## src/rtl/ipv4fhf_pkg.sv

```systemverilog
package ipv4fhf_pkg;

    typedef enum logic [2:0] {
        REASON_PASS      = 3'd0,
        REASON_NON_IPV4  = 3'd1,
        REASON_MALFORMED = 3'd2,
        REASON_FRAGMENT  = 3'd3,
        REASON_TCP_FLAGS = 3'd4
    } reason_t;

    localparam int unsigned LEN_W  = 14;
    localparam int unsigned DATA_W = 88;

    // configuration register indexes
    localparam logic CFG_DROP_FRAGMENTS  = 1'b0;
    localparam logic CFG_CHECK_TCP_FLAGS = 1'b1;

    localparam logic [15:0] ETYPE_IPV4   = 16'h0800;
    localparam logic [15:0] ETYPE_8021Q  = 16'h8100;
    localparam logic [15:0] ETYPE_8021AD = 16'h88A8;

    localparam logic [7:0] PROTO_ICMP = 8'd1;
    localparam logic [7:0] PROTO_TCP  = 8'd6;
    localparam logic [7:0] PROTO_UDP  = 8'd17;

    localparam logic [5:0] ETH_HDR_LEN  = 6'd14;
    localparam logic [5:0] VLAN_HDR_LEN = 6'd18;

    localparam logic [12:0] FRAG_OFFSET_MASK = 13'h1FFF;

    // TCP flag bits
    localparam logic [7:0] TCP_FIN = 8'h01;
    localparam logic [7:0] TCP_SYN = 8'h02;
    localparam logic [7:0] TCP_RST = 8'h04;
    localparam logic [7:0] TCP_PSH = 8'h08;
    localparam logic [7:0] TCP_URG = 8'h20;

    function automatic logic tcp_flags_bad(input logic [7:0] f);
        logic [7:0] syn_fin;
        logic [7:0] syn_rst;
        logic [7:0] fin_rst;
        logic [7:0] xmas;
        syn_fin = TCP_SYN | TCP_FIN;
        syn_rst = TCP_SYN | TCP_RST;
        fin_rst = TCP_FIN | TCP_RST;
        xmas    = TCP_FIN | TCP_PSH | TCP_URG;
        return (f == 8'd0)
            || ((f & syn_fin) == syn_fin)
            || ((f & syn_rst) == syn_rst)
            || ((f & fin_rst) == fin_rst)
            || ((f & xmas) == xmas);
    endfunction

endpackage

```

## src/rtl/ipv4_frame_header_filter.sv

```systemverilog
// Channel  | Dir | Content
// ---------+-----+-------------------------------------------------------------
// s_*      | in  | one frame byte per item, tlast on the final byte
// m_*      | out | one verdict item per frame, sent for the item carrying tlast
// cfg_*    | in  | index 0 drop_fragments, index 1 check_tcp_flags
//
// One byte is taken every cycle while s_tready is high; each byte sits in the input
// register, where its header capture and the frame verdict are computed.
// The verdict is registered into m_tdata when the last byte leaves the input register.
// A stalled verdict holds s_tready low only once a further last byte is
// waiting in the input register. rst_n clears the per-frame state, the
// pipeline valids and the configuration to their defaults.
module ipv4_frame_header_filter #(
    parameter int unsigned MAX_FRAME_BYTES = 16383
) (
    input  logic                            clk,
    input  logic                            rst_n,
    // tdata: frame_byte[7:0]
    input  logic                            s_tvalid,
    output logic                            s_tready,
    input  logic [7:0]                      s_tdata,
    input  logic                            s_tlast,
    // tdata: verdict[0], reason[3:1], source_address[35:4],
    //        protocol_number[43:36], destination_port[59:44],
    //        flag_bits[67:60], frame_length[81:68], zero[87:82]
    output logic                            m_tvalid,
    input  logic                            m_tready,
    output logic [ipv4fhf_pkg::DATA_W-1:0]  m_tdata,
    input  logic                            cfg_we,
    input  logic                            cfg_index,
    input  logic                            cfg_data
);
    import ipv4fhf_pkg::*;

    localparam int unsigned PW = $clog2(MAX_FRAME_BYTES + 1);

    logic drop_frag_reg;
    logic check_flags_reg;

    logic       in_valid_reg;
    logic [7:0] in_byte_reg;
    logic       in_last_reg;

    logic [PW-1:0] pos_reg,   pos_next;
    logic [15:0]   etype_reg, etype_next;
    logic          tag_reg,   tag_next;
    logic [7:0]    vihl_reg,  vihl_next;
    logic [15:0]   tot_reg,   tot_next;
    logic [7:0]    ttl_reg,   ttl_next;
    logic [15:0]   frag_reg,  frag_next;
    logic [7:0]    proto_reg, proto_next;
    logic [31:0]   src_reg,   src_next;
    logic [15:0]   port_reg,  port_next;
    logic [7:0]    flags_reg, flags_next;
    logic [3:0]    off_reg,   off_next;
    logic [15:0]   ulen_reg,  ulen_next;

    logic [PW-1:0] cap_pos;
    logic [15:0]   cap_etype;
    logic          cap_tag;
    logic [7:0]    cap_vihl;
    logic [15:0]   cap_tot;
    logic [7:0]    cap_ttl;
    logic [15:0]   cap_frag;
    logic [7:0]    cap_proto;
    logic [31:0]   cap_src;
    logic [15:0]   cap_port;
    logic [7:0]    cap_flags;
    logic [3:0]    cap_off;
    logic [15:0]   cap_ulen;

    logic [5:0]    l3;
    logic [6:0]    l4;
    logic [PW-1:0] l3_pos;
    logic [PW-1:0] l4_pos;
    logic [3:0]    ihl;
    logic [7:0]    b;

    logic [PW-1:0] j_l3_pos;
    logic [PW-1:0] j_l4_pos;
    logic [3:0]    j_ihl;
    logic          res_verdict;
    reason_t       res_reason;
    logic [15:0]   res_port;
    logic [7:0]    res_flags;
    logic          res_ipv4;
    logic [LEN_W+PW-1:0] len_ext;
    logic [DATA_W-1:0]   res_data;

    logic out_free;
    logic advance;

    logic              m_tvalid_reg;
    logic [DATA_W-1:0] m_data_reg;

    assign out_free = !m_tvalid_reg || m_tready;
    assign advance  = in_valid_reg && (!in_last_reg || out_free);
    assign s_tready = !in_valid_reg || advance;
    assign m_tvalid = m_tvalid_reg;
    assign m_tdata  = m_data_reg;

    // configuration
    always_ff @(posedge clk or negedge rst_n)
    begin
        if (!rst_n)
        begin
            drop_frag_reg   <= 1'b0;
            check_flags_reg <= 1'b1;
        end
        else if (cfg_we)
        begin
            unique case (cfg_index)
                CFG_DROP_FRAGMENTS:  drop_frag_reg   <= cfg_data;
                CFG_CHECK_TCP_FLAGS: check_flags_reg <= cfg_data;
                default: ;
            endcase
        end
    end

    // input register
    always_ff @(posedge clk or negedge rst_n)
    begin
        if (!rst_n)
            in_valid_reg <= 1'b0;
        else if (s_tready)
            in_valid_reg <= s_tvalid;
    end

    always_ff @(posedge clk)
    begin
        if (s_tvalid && s_tready)
        begin
            in_byte_reg <= s_tdata;
            in_last_reg <= s_tlast;
        end
    end

    // header capture for the byte in the input register
    always_comb
    begin
        b      = in_byte_reg;
        ihl    = vihl_reg[3:0];
        l3     = tag_reg ? VLAN_HDR_LEN : ETH_HDR_LEN;
        l4     = {1'b0, l3} + {1'b0, ihl, 2'b00};
        l3_pos = PW'(l3);
        l4_pos = PW'(l4);

        cap_etype = etype_reg;
        cap_tag   = tag_reg;
        cap_vihl  = vihl_reg;
        cap_tot   = tot_reg;
        cap_ttl   = ttl_reg;
        cap_frag  = frag_reg;
        cap_proto = proto_reg;
        cap_src   = src_reg;
        cap_port  = port_reg;
        cap_flags = flags_reg;
        cap_off   = off_reg;
        cap_ulen  = ulen_reg;

        if (pos_reg == PW'(12))
            cap_etype[15:8] = b;
        if (pos_reg == PW'(13))
        begin
            cap_etype[7:0] = b;
            if (({etype_reg[15:8], b} == ETYPE_8021Q) || ({etype_reg[15:8], b} == ETYPE_8021AD))
                cap_tag = 1'b1;
        end
        // inner type after the tag
        if (tag_reg && pos_reg == PW'(16))
            cap_etype[15:8] = b;
        if (tag_reg && pos_reg == PW'(17))
            cap_etype[7:0] = b;

        if (pos_reg == l3_pos)
            cap_vihl = b;
        if (pos_reg == l3_pos + PW'(2))
            cap_tot[15:8] = b;
        if (pos_reg == l3_pos + PW'(3))
            cap_tot[7:0] = b;
        if (pos_reg == l3_pos + PW'(6))
            cap_frag[15:8] = b;
        if (pos_reg == l3_pos + PW'(7))
            cap_frag[7:0] = b;
        if (pos_reg == l3_pos + PW'(8))
            cap_ttl = b;
        if (pos_reg == l3_pos + PW'(9))
            cap_proto = b;
        if ((pos_reg >= l3_pos + PW'(12)) && (pos_reg <= l3_pos + PW'(15)))
            cap_src = {src_reg[23:0], b};

        if (ihl >= 4'd5)
        begin
            if (pos_reg == l4_pos + PW'(2))
                cap_port[15:8] = b;
            if (pos_reg == l4_pos + PW'(3))
                cap_port[7:0] = b;
            if (pos_reg == l4_pos + PW'(4))
                cap_ulen[15:8] = b;
            if (pos_reg == l4_pos + PW'(5))
                cap_ulen[7:0] = b;
            if (pos_reg == l4_pos + PW'(12))
                cap_off = b[7:4];
            if (pos_reg == l4_pos + PW'(13))
                cap_flags = b;
        end

        // saturate the byte count
        if (pos_reg < PW'(MAX_FRAME_BYTES))
            cap_pos = pos_reg + PW'(1);
        else
            cap_pos = pos_reg;
    end

    // frame verdict from the captured fields, including the last byte
    always_comb
    begin
        j_ihl    = cap_vihl[3:0];
        j_l3_pos = PW'(cap_tag ? VLAN_HDR_LEN : ETH_HDR_LEN);
        j_l4_pos = j_l3_pos + PW'({j_ihl, 2'b00});

        res_verdict = 1'b1;
        res_reason  = REASON_MALFORMED;
        res_port    = 16'd0;
        res_flags   = 8'd0;
        res_ipv4    = 1'b0;

        if (cap_pos < PW'(ETH_HDR_LEN))
            res_ipv4 = 1'b0;
        else if (cap_tag && cap_pos < PW'(VLAN_HDR_LEN))
            res_ipv4 = 1'b0;
        else if (cap_etype != ETYPE_IPV4)
        begin
            res_verdict = 1'b0;
            res_reason  = REASON_NON_IPV4;
        end
        else
        begin
            res_ipv4 = 1'b1;
            if (cap_pos < j_l3_pos + PW'(20))
                res_reason = REASON_MALFORMED;
            else if (cap_vihl[7:4] != 4'd4)
                res_reason = REASON_MALFORMED;
            else if (j_ihl < 4'd5)
                res_reason = REASON_MALFORMED;
            else if (cap_pos < j_l4_pos)
                res_reason = REASON_MALFORMED;
            else if (cap_tot < {10'd0, j_ihl, 2'b00})
                res_reason = REASON_MALFORMED;
            else if (cap_ttl == 8'd0)
                res_reason = REASON_MALFORMED;
            else if ((cap_frag[12:0] & FRAG_OFFSET_MASK) != 13'd0)
            begin
                if (drop_frag_reg)
                    res_reason = REASON_FRAGMENT;
                else
                begin
                    res_verdict = 1'b0;
                    res_reason  = REASON_PASS;
                end
            end
            else if (cap_proto == PROTO_TCP)
            begin
                res_port  = cap_port;
                res_flags = cap_flags;
                if (cap_pos < j_l4_pos + PW'(20))
                    res_reason = REASON_MALFORMED;
                else if (cap_off < 4'd5)
                    res_reason = REASON_MALFORMED;
                else if (check_flags_reg && tcp_flags_bad(cap_flags))
                    res_reason = REASON_TCP_FLAGS;
                else
                begin
                    res_verdict = 1'b0;
                    res_reason  = REASON_PASS;
                end
            end
            else if (cap_proto == PROTO_UDP)
            begin
                res_port = cap_port;
                if (cap_pos < j_l4_pos + PW'(8))
                    res_reason = REASON_MALFORMED;
                else if (cap_ulen < 16'd8)
                    res_reason = REASON_MALFORMED;
                else
                begin
                    res_verdict = 1'b0;
                    res_reason  = REASON_PASS;
                end
            end
            else if (cap_proto == PROTO_ICMP && cap_pos < j_l4_pos + PW'(4))
                res_reason = REASON_MALFORMED;
            else
            begin
                res_verdict = 1'b0;
                res_reason  = REASON_PASS;
            end
        end

        len_ext  = {{LEN_W{1'b0}}, cap_pos};
        res_data = {6'd0,
                    len_ext[LEN_W-1:0],
                    res_flags,
                    res_port,
                    res_ipv4 ? cap_proto : 8'd0,
                    res_ipv4 ? cap_src : 32'd0,
                    res_reason,
                    res_verdict};
    end

    // drop per-frame state after the last byte
    always_comb
    begin
        if (in_last_reg)
        begin
            pos_next   = '0;
            etype_next = 16'd0;
            tag_next   = 1'b0;
            vihl_next  = 8'd0;
            tot_next   = 16'd0;
            ttl_next   = 8'd0;
            frag_next  = 16'd0;
            proto_next = 8'd0;
            src_next   = 32'd0;
            port_next  = 16'd0;
            flags_next = 8'd0;
            off_next   = 4'd0;
            ulen_next  = 16'd0;
        end
        else
        begin
            pos_next   = cap_pos;
            etype_next = cap_etype;
            tag_next   = cap_tag;
            vihl_next  = cap_vihl;
            tot_next   = cap_tot;
            ttl_next   = cap_ttl;
            frag_next  = cap_frag;
            proto_next = cap_proto;
            src_next   = cap_src;
            port_next  = cap_port;
            flags_next = cap_flags;
            off_next   = cap_off;
            ulen_next  = cap_ulen;
        end
    end

    always_ff @(posedge clk or negedge rst_n)
    begin
        if (!rst_n)
        begin
            pos_reg   <= '0;
            etype_reg <= 16'd0;
            tag_reg   <= 1'b0;
            vihl_reg  <= 8'd0;
            tot_reg   <= 16'd0;
            ttl_reg   <= 8'd0;
            frag_reg  <= 16'd0;
            proto_reg <= 8'd0;
            src_reg   <= 32'd0;
            port_reg  <= 16'd0;
            flags_reg <= 8'd0;
            off_reg   <= 4'd0;
            ulen_reg  <= 16'd0;
        end
        else if (advance)
        begin
            pos_reg   <= pos_next;
            etype_reg <= etype_next;
            tag_reg   <= tag_next;
            vihl_reg  <= vihl_next;
            tot_reg   <= tot_next;
            ttl_reg   <= ttl_next;
            frag_reg  <= frag_next;
            proto_reg <= proto_next;
            src_reg   <= src_next;
            port_reg  <= port_next;
            flags_reg <= flags_next;
            off_reg   <= off_next;
            ulen_reg  <= ulen_next;
        end
    end

    // result register
    always_ff @(posedge clk or negedge rst_n)
    begin
        if (!rst_n)
            m_tvalid_reg <= 1'b0;
        else if (advance && in_last_reg)
            m_tvalid_reg <= 1'b1;
        else if (m_tready)
            m_tvalid_reg <= 1'b0;
    end

    always_ff @(posedge clk)
    begin
        if (advance && in_last_reg)
            m_data_reg <= res_data;
    end

endmodule

```

## config.mk

```make
export PLATFORM = sky130hd
export DESIGN_NAME = ipv4_frame_header_filter
export DESIGN_NICKNAME = d
export VERILOG_FILES = /design/src/rtl/ipv4fhf_pkg.sv /design/src/rtl/ipv4_frame_header_filter.sv
export SDC_FILE = /design/constraint.sdc
export NUM_CORES = 1
export LEC_CHECK = 0
export BUFFER_PORTS_ARGS = -buffer_cell sky130_fd_sc_hd__buf_4
export CAP_MARGIN = 5
export CORE_MARGIN = 4
export CORE_UTILIZATION = 40
export CTS_BUF_LIST = sky130_fd_sc_hd__clkbuf_4
export DETAILED_ROUTE_END_ITERATION = 16
export REMOVE_ABC_BUFFERS = 1
export SETUP_SLACK_MARGIN = 0.05
export SLEW_MARGIN = 25
export SYNTH_ARGS = -nofsm -noshare
export SYNTH_HDL_FRONTEND = slang
export SYNTH_SLANG_ARGS = --single-unit
export TNS_END_PERCENT = 5
```

## constraint.sdc

```tcl
create_clock -name clk -period 6.16 [get_ports clk]
set_clock_uncertainty 0.1 [all_clocks]
set_input_delay 1.232 -clock clk [delete_from_list [all_inputs] [get_ports clk]]
set_output_delay 1.232 -clock clk [all_outputs]
set_load 0.01 [all_outputs]
```

==> impl_metrics.json, run 1 <==
{
  "wire_per_inst_um": 19.2,
  "critPathArrivalTime_ns": 6.04,
  "final_antenna_net_count": 0,
  "dp_cells": 1782,
  "r2r_cells": 21,
  "clock_path_buffers": 3,
  "yosys_most_used_dff": "dfrtp_1",
  "cts_hold_buf": 0,
  "cpLargestDelayFamily": "adder cells",
  "yosys.area_share.simple_pct": 16.1,
  "synth_edf_count": 91,
  "grt.overflow.total": 0,
  "h-tree-depth": 3,
  "globalRouteTotalUtil_pct": 20.2,
  "drt_iter0_markers": 931,
  "hold_path.class": "primary input to asynchronous set/reset pin",
  "synth-seq-cells": 250,
  "cts_sinks": 250,
  "seq_area_frac_synth_pct": 50.9,
  "cts.clk_slew.worst_paths_ns": 0.07,
  "fp.dieArea_sq_um": 35900,
  "avgSynthCellArea_sq_um": 10.2,
  "clk_latency_ns": 0.71,
  "crit_fanout": 10,
  "largest_reg_flops": 82,
  "synth_xor_area_share_pct": 1.82,
  "max_freq_ghz": 0.174,
  "first_global_vias": 10300,
  "io_buffers": 99,
  "pre_cts_slack_ns": 0.272,
  "crit_chain": "inv_1 > ha_1 > nor3b_1 > nand4_2 > buf_4 > mux2i_1 > fa_1 > inv_1 > ha_1 > o21a_1 > a2111oi_0 > o22ai_1 > ha_1 > nand3_1 > a21boi_0 > o221ai_1 > and4b_1 > o2bb2ai_1 > mux2_2 > o31ai_1 > o311ai_0",
  "yosysWarnings": 0,
  "routed_via_density": 5.52,
  "cp_slowest_stage_delay_ns": 0.66,
  "route.detailed.drc": 0,
  "crit_required_ns": 6.46,
  "synth_compound_area_share_pct": 16.6,
  "power_density_nw_per_um2": 249,
  "final_cell_area_sq_um": 15400,
  "antenna_found_initial": 3,
  "rsz0062_at_grt": "no",
  "hold_violations": 0,
  "worst-path-stages": 21,
  "period_needed_ns": 5.75,
  "die_h_um": 189,
  "grt_pass1_wl_um": 58200,
  "crit_slowest_cell": "fa_1",
  "leakage_uw": 0.00675,
  "io_pins": 106,
  "worst-setup-path-type": "register to register",
  "synth_area_sq_um": 13200,
  "nNetsFinal": 1476,
  "core_sq_um": 32500,
  "cts_tree": "built",
  "crit_path_frequent_cell": "ha_1",
  "maxCapViolations": 0,
  "slew_headroom_pct": 37.3,
  "critPathBufInv": 3,
  "vias": 10600,
  "post_dp_cell_area_sq_um": 14400,
  "ys_async_sr_fraction_pct": 63.6,
  "endpoint_kind": "register",
  "wl_um": 36800,
  "cp-start-kind": "register",
  "post-route-period-util_pct": 93.3,
  "status": "finished clean",
  "synth_mux_area_share_pct": 6.13,
  "finalWorstSetupSlack_ns": 0.414,
  "cts_root_buf": "clkbuf_4",
  "start_util_pct": 40.5,
  "tightestPinTransition_ns": 0.941,
  "synthAdderAreaFrac_pct": 4.58,
  "chipWidth_um": 189,
  "post-route-util_pct": 47.4,
  "drive_gt1_share_pct": 19.9,
  "syn_inst": 1287,
  "globalplace.congestion": 0.914,
  "synth_top_family_by_area": "compound AO/OA/AOI/OAI gates",
  "rows": 66,
  "cts_inserted_buffers": 71,
  "dr.pass1.iters": 5,
  "post_cts_resized": 0,
  "vdd_drop_max_mv": 0.131,
  "finalSetupViolCount": 0,
  "grt_max_degree": 75,
  "synth.distinct_cells": 82,
  "fin_cells": 1920,
  "post_cts_buffers": 0,
  "dp_hpwl_um": 24600,
  "finalMaxSlewViolations": 0,
  "area_growth_pct": 17.0
}
==> placed cells by master (no fill, tap or decap), types with 15 or more instances in the layout <==
cell type  count
nand2_1      184
dfrtp_1      157
buf_4        126
o21ai_0      123
clkbuf_4     106
nor2_1        97
edfxtp_1      91
mux2i_1       66
a22oi_1       58
ha_1          45
a22o_1        43
a21oi_1       36
inv_1         28
nand3_1       21
nor3_1        19
nor4_1        17
clkinv_1      15
==> Yosys cell counts, types with 5 or more instances <==
cell type / count / area, sq um
nor4b_1: 7 / 61.3
mux2i_1: 66 / 661
o21ai_0: 123 / 616
a22oi_1: 58 / 435
a21oi_1: 36 / 180
edfxtp_1: 91 / 2730
clkbuf_1: 47 / 176
nand2_1: 186 / 698
and4_1: 5 / 43.8
buf_4: 6 / 45.0
buf_2: 18 / 90.1
xor2_1: 9 / 78.8
nor4_1: 17 / 106
nor3_1: 22 / 110
mux2_2: 13 / 146
inv_1: 28 / 105
nor3b_1: 5 / 37.5
nor2_1: 99 / 372
dfrtp_1: 158 / 3950
ha_1: 45 / 563
nand4_1: 11 / 68.8
xnor2_1: 14 / 123
o21a_1: 9 / 67.6
nand3_1: 21 / 105
and3_1: 9 / 56.3
buf_1: 6 / 22.5
nand2b_1: 7 / 43.8
nor2b_1: 13 / 81.3
a21o_1: 10 / 75.1
and2_1: 8 / 50.1
a22o_1: 43 / 377
o211ai_1: 5 / 37.5
==> power breakdown <==
part | internal, uW | switching (uW)
combinational | 128 | 246
sequential | 1790 | 59.8
clock | 878 | 731
==> logic make-up after synthesis <==
| kind of cell | after synthesis |
|---|---|
| buffers and inverters | 111 |
| XOR/XNOR | 25 |
| AND/OR/NAND/NOR | 440 |
| flip-flops | 250 |
| multiplexers | 79 |
| AO/OA/AOI/OAI | 334 |
| other | 1 |
| adder cells (fa/ha/maj) | 47 |
==> metrics by stage <==
stage / setup TNS, ns / hold slack [ns] / total power [uW]
2_1_floorplan: -110.26 / 0.342 / 2070
3_3_place_gp: 0 / 0.362 / 2250
3_5_place_dp: 0 / 0.371 / 2250
4_1_cts: 0 / 0.335 / 3880
5_1_grt: 0 / 0.330 / 4030
6_report: 0 / 0.363 / 3830
==> layout make-up <==
class	count	area, sq um
clock inverter	25	159
inverter	30	114
tap	442	553
antenna	7	17.5
timing repair buffer	129	1000
multi-input combinational	931	6050
sequential	250	6710
clock buffer	106	796
fill	3101	17100
==> path summary, 6_finish.rpt <==
| check | from | to | slack [ns] |
|---|---|---|---|
| max reg2reg | tag_reg | m_tdata[0] | 0.41 |
| max | tag_reg | m_tdata[0] | 0.41 |
| min reg2reg | port_reg[12] | port_reg[12] | 0.38 |
| min in group clk | port_reg[12] | port_reg[12] | 0.38 |
| max in group asynchronous | rst_n | ttl_reg[0] | 4.27 |
| min | rst_n | pos_reg[12] | 0.36 |
==> routing by layer <==
| metal | track usage, % | vias up | part of all wire [%] |
|---|---|---|---|
| met5 | 0 | - | 0 |
| met4 | 5.37 | 0 | 1.6 |
| met3 | 4.57 | 52 | 6.5 |
| met2 | 31.2 | 340 | 46 |
| met1 | 28.9 | 5196 | 46 |
| li1 | - | 5002 | - |
Note: power is estimated with default switching activity, not from simulation.
==> run 2: changes to the inputs <==
- clock period: 6.16 -> 7 ns (I/O delays scaled with it)
==> run 2 against run 1 <==
  * Critical path type unchanged
  * First-iteration DRC count fell by 3.3%
  * Final area fell by 0.99%
  * Hold slack gained 0.019 ns
  * Worst setup slack gained 0.35 ns
  * Fmax shrank 7.9%
==> impl_metrics.json, run 2 (same netlist as run 1, synthesis figures left out) <==
{
  "dp_cells": 1774,
  "drive_gt1_share_pct": 18.9,
  "route.detailed.drc": 0,
  "clk_latency_ns": 0.68,
  "hold_path.class": "register to register",
  "tightestPinTransition_ns": 1.07,
  "clock_path_buffers": 3,
  "maxCapViolations": 0,
  "leakage_uw": 0.00667,
  "routed_via_density": 5.52,
  "crit_slowest_cell": "dfrtp_1",
  "cpLargestDelayFamily": "adder cells",
  "dr.max_layer_used": "met4",
  "antenna_found_initial": 1,
  "vdd_drop_max_mv": 0.101,
  "switching_share_pct": 27.4,
  "dr.pass1.iters": 6,
  "largest_reg_flops": 82,
  "rows": 66,
  "hp-start": "port_reg[5]",
  "cts_hold_buf": 0,
  "grt.overflow.total": 0,
  "met3_length_um": 2480,
  "layout_common_cells": "185 x nand2_1, 158 x dfrtp_1, 123 x o21ai_0",
  "worst-setup-path-type": "register to register",
  "post_cts_buffers": 0,
  "n_fill_cell": 3122,
  "io_buffers": 99,
  "r2r_setup_slack_ns": 0.76,
  "start_util_pct": 40.5,
  "final_cell_area_sq_um": 15300,
  "cp-start-kind": "register",
  "crit_required_ns": 7.26,
  "dp_hpwl_um": 24200,
  "grt_pass1_wl_um": 57000,
  "p_int_uw": 2390,
  "finalSetupViolCount": 0,
  "wire_per_inst_um": 19.1,
  "whs_ns": 0.382,
  "crit_chain": "inv_1 > ha_1 > nor3b_1 > nand4_2 > mux2_2 > ha_1 > inv_1 > fa_1 > xnor2_1 > inv_1 > ha_1 > nand2_1 > nand2_1 > xnor2_1 > ha_1 > a21o_1 > a211o_1 > or2_2 > o221ai_1 > and4b_1 > o2bb2ai_1 > mux2_2 > o31ai_1 > o311ai_0",
  "rsz0062_at_grt": "no",
  "globalplace.congestion": 0.936,
  "cp_slowest_stage_delay_ns": 0.54,
  "fin_cells": 1904,
  "drt_iter0_markers": 900,
  "vias": 10500,
  "cts_inserted_buffers": 70,
  "r2r_cells": 24,
  "max_freq_ghz": 0.160,
  "min_path_cells": 2,
  "first_global_vias": 10200,
  "h-tree-depth": 3,
  "fin_setup_tns_ns": 0,
  "wl_met2_um": 16300,
  "cts.clk_slew.worst_paths_ns": 0.06,
  "cts_root_buf": "clkbuf_4",
  "slew_headroom_pct": 28.2,
  "nNetsFinal": 1468,
  "cts_tree": "built",
  "period_needed_ns": 6.24,
  "final_common_cell": "nand2_1",
  "wl_um": 36300,
  "critPathBufInv": 3,
  "post_cts_resized": 0,
  "crit_path_frequent_cell": "ha_1",
  "chipWidth_um": 189,
  "post_dp_cell_area_sq_um": 14300,
  "die_h_um": 189,
  "crit_fanout": 11,
  "grt_max_degree": 100,
  "power_density_nw_per_um2": 216,
  "power.share.clock_pct": 40.8,
  "hold_violations": 0,
  "core_sq_um": 32500,
  "fp.dieArea_sq_um": 35900,
  "endpoint_kind": "register",
  "io_pins": 106,
  "status": "finished clean",
  "p_sw_uw": 903,
  "globalRouteTotalUtil_pct": 19.8,
  "r2r_start": "tag_reg",
  "r2r_end": "m_tdata[0]",
  "critPathArrivalTime_ns": 6.50,
  "finalMaxSlewViolations": 0,
  "post-route-period-util_pct": 89.1,
  "post-route-util_pct": 46.9,
  "area_growth_pct": 15.8,
  "met1Wirelength_um": 16500,
  "pwr-share-seq_pct": 49.5,
  "power_frac_comb_pct": 9.6,
  "worstHoldEndpoint": "port_reg[5]",
  "cts_sinks": 250,
  "final_antenna_net_count": 0
}
[run 2: changes by cell type in the layout (fill, tap and decap cells not counted), moves of 2 or more]
cell	delta
nor3_1	+2
buf_4	-6
clkinv_2	+2
nor3_2	-2
clkbuf_4	-5
diode_2	-6
[run 2: routing by layer]
metal  vias up  global-route usage, %
met3        80                   4.00
met4         0                   7.48
met2       375                   30.3
met5         -                      0
li1       4992                      -
met1      5063                   27.9
[run 2: power by group through the flow]
stage	Clock (uW)	Sequential, uW	Combinational (uW)
2_1_floorplan	0	1670	155
6_report	1350	1630	318
3_5_place_dp	0	1660	315
5_1_grt	1470	1640	350
3_3_place_gp	0	1660	311
4_1_cts	1390	1630	316
[run 2: worst max-delay path by stage]
stage / start / end / cells past startpoint
after floorplan: tag_reg / src_reg[0] / 11
after global placement: tag_reg / m_tdata[0] / 24
after detailed placement: tag_reg / m_tdata[0] / 24
after CTS: tag_reg / m_tdata[0] / 24
after global routing: tag_reg / m_tdata[0] / 24
final: tag_reg / m_tdata[0] / 24
[run 2: cell type report]
type                    instances  area (sq um)  area share [%]
diodes                          1          2.50          0.0164
clock buffers                 101           758            4.97
clock inverters                27           144           0.943
inverters                      30           114           0.746
multi-input cells             931          6030            39.5
flip-flops and latches        250          6710            44.0
well taps                     442           553            3.62
repair buffers                122           942            6.17
[run 2: tightest hold or removal path, delay by kind of cell (launching register included)]
family / cells / cell delay [ns]
AOI/OAI and AO/OA: 1 / 0.06
and+or+nand+nor: 1 / 0.05
DFF: 1 / 0.34
[run 2: through the flow]
| step | setup WS [ns] | power [uW] |
|---|---|---|
| after floorplan | -0.161 | 1820 |
| after global routing | 0.304 | 3460 |
| after global placement | 1.10 | 1970 |
| final | 0.760 | 3300 |
| after CTS | 0.781 | 3340 |
| after detailed placement | 0.836 | 1980 |
==> run 3: changes to the inputs <==
- CORE_UTILIZATION: 40 -> 35
==> run 3 against run 2 <==
  * Cell count is 3.2% higher
  * Total power is 1.0% higher
  * Sequential power hardly changed
  * Final area is 0.48% higher
  * Flip-flop and latch count stayed put
  * Register-to-register slack hardly changed
  * Combinational power is 2% lower
  * Worst setup slack better by 0.010 ns
  * Fmax is 0.17% higher
  * Critical path type unchanged
  * Highest routed layer unchanged
==> impl_metrics.json, run 3 (same netlist as run 1, synthesis figures left out) <==
{
  "final_antenna_net_count": 0,
  "layout_common_cells": "185 x nand2_1, 158 x dfrtp_1, 123 x o21ai_0",
  "final_cell_area_sq_um": 15300,
  "endpoint_kind": "register",
  "cts_tree": "built",
  "nNetsFinal": 1468,
  "worst-setup-path-type": "register to register",
  "io_pins": 106,
  "grt_max_degree": 91,
  "routed_via_density": 5.38,
  "h-tree-depth": 3,
  "finalSetupViolCount": 0,
  "antenna_found_initial": 1,
  "rows": 70,
  "crit_chain": "inv_1 > ha_1 > nor3b_1 > nand4_2 > mux2_2 > ha_1 > inv_1 > fa_1 > xnor2_1 > inv_1 > ha_1 > nand2_1 > nand2_1 > xnor2_1 > ha_1 > a21o_1 > a211o_1 > or2_2 > o221ai_1 > and4b_1 > o2bb2ai_1 > mux2_2 > o31ai_1 > o311ai_0",
  "hold_path.class": "register to register",
  "power_density_nw_per_um2": 217,
  "wl_um": 37000,
  "clk_latency_ns": 0.72,
  "cp_slowest_stage_delay_ns": 0.53,
  "fin_setup_tns_ns": 0,
  "cts.clk_slew.worst_paths_ns": 0.07,
  "wire_per_inst_um": 18.8,
  "switching_share_pct": 27.1,
  "rsz0062_at_grt": "no",
  "first_global_vias": 10500,
  "cts_hold_buf": 0,
  "globalplace.congestion": 0.887,
  "io_buffers": 99,
  "slew_headroom_pct": 32.4,
  "drive_gt1_share_pct": 19.2,
  "start_util_pct": 35.7,
  "power.share.clock_pct": 41.5,
  "grt_pass1_wl_um": 58700,
  "worstHoldEndpoint": "port_reg[13]",
  "critPathArrivalTime_ns": 6.63,
  "dr.pass1.iters": 5,
  "crit_path_frequent_cell": "ha_1",
  "final_common_cell": "nand2_1",
  "grt.overflow.total": 0,
  "post_cts_resized": 0,
  "fin_cells": 1965,
  "area_growth_pct": 16.4,
  "seqCellArea_sq_um": 6710,
  "post_cts_buffers": 0,
  "min_path_cells": 2,
  "maxCapViolations": 0,
  "p_int_uw": 2430,
  "r2r_end": "m_tdata[0]",
  "drt_iter0_markers": 897,
  "r2r_start": "tag_reg",
  "fp.dieArea_sq_um": 40800,
  "chipWidth_um": 202,
  "r2r_cells": 24,
  "crit_slowest_cell": "dfrtp_1",
  "die_h_um": 202,
  "crit_fanout": 11,
  "power_uw": 3330,
  "post-route-period-util_pct": 89.0,
  "dp_hpwl_um": 24600,
  "vias": 10600,
  "largest_reg_flops": 82,
  "finalMaxSlewViolations": 0,
  "period_needed_ns": 6.23,
  "max_freq_ghz": 0.161,
  "cpLargestDelayFamily": "adder cells",
  "n_fill_cell": 3593,
  "pwr-share-seq_pct": 49.1,
  "leakage_uw": 0.00667,
  "power_frac_comb_pct": 9.4,
  "cts_root_buf": "clkbuf_4",
  "cts_sinks": 250,
  "multi_input_area_sq_um": 6040,
  "route.detailed.drc": 0,
  "cp-start-kind": "register",
  "vdd_drop_max_mv": 0.119,
  "status": "finished clean",
  "crit_start": "tag_reg",
  "hold_violations": 0,
  "clock_path_buffers": 3,
  "critPathBufInv": 3,
  "tightestPinTransition_ns": 1.01,
  "crit_required_ns": 7.40,
  "core_sq_um": 36900,
  "cts_inserted_buffers": 71,
  "r2r_setup_slack_ns": 0.77,
  "globalRouteTotalUtil_pct": 17.8,
  "post_dp_cell_area_sq_um": 14400,
  "p_sw_uw": 904,
  "hp-start": "port_reg[13]",
  "dp_cells": 1836
}
## run 3: routing by layer
metal  up-vias  wire [um]  GRT usage [%]
li1       4993          -              -
met1      5148      16700           24.2
met2       349      16900           27.8
met3        81       2210           4.03
met4         0       1190           7.13
met5         -          0              0
## run 3: per-stage QoR
stage          hold slack (ns)  worst slack (ns)  utilization [%]
2_1_floorplan            0.342            -0.161                -
3_3_place_gp             0.361              1.03             39.1
3_5_place_dp             0.372             0.807             39.1
4_1_cts                  0.385             0.779             41.6
5_1_grt                  0.400             0.254             41.6
6_report                 0.380             0.770             41.6
## run 3: cell type report
cell class | instances | share of cell area (%)
diodes | 1 | 0.0163
repair buffers | 121 | 5.95
multi-input cells | 931 | 39.4
clock buffers | 108 | 5.29
well taps | 504 | 4.11
inverters | 30 | 0.743
flip-flops and latches | 250 | 43.8
clock inverters | 20 | 0.734
## run 3: worst max-delay path by stage
stage / endpoint / cells past startpoint
final: m_tdata[0] / 24
after global routing: m_tdata[0] / 24
after CTS: m_tdata[0] / 24
after detailed placement: m_tdata[0] / 24
after global placement: m_tdata[0] / 24
after floorplan: src_reg[0] / 11
## run 3: worst reg2reg max path, cell delays in order, from the launching register on
cell and delay (ns):
dfrtp_1 0.53, inv_1 0.21, ha_1 0.39, nor3b_1 0.28
nand4_2 0.35, mux2_2 0.38, ha_1 0.17, inv_1 0.06
fa_1 0.41, xnor2_1 0.43, inv_1 0.18, ha_1 0.24
nand2_1 0.05, nand2_1 0.08, xnor2_1 0.14, ha_1 0.30
a21o_1 0.20, a211o_1 0.30, or2_2 0.27, o221ai_1 0.16
and4b_1 0.26, o2bb2ai_1 0.12, mux2_2 0.17, o31ai_1 0.08
o311ai_0 0.13
## run 3: power by group through the flow
stage / Clock, uW / Combinational, uW / Sequential (uW)
detailed placement: 0 / 314 / 1660
CTS: 1430 / 315 / 1630
global route: 1510 / 347 / 1640
finish: 1380 / 313 / 1630
floorplan: 0 / 155 / 1670
global placement: 0 / 310 / 1660
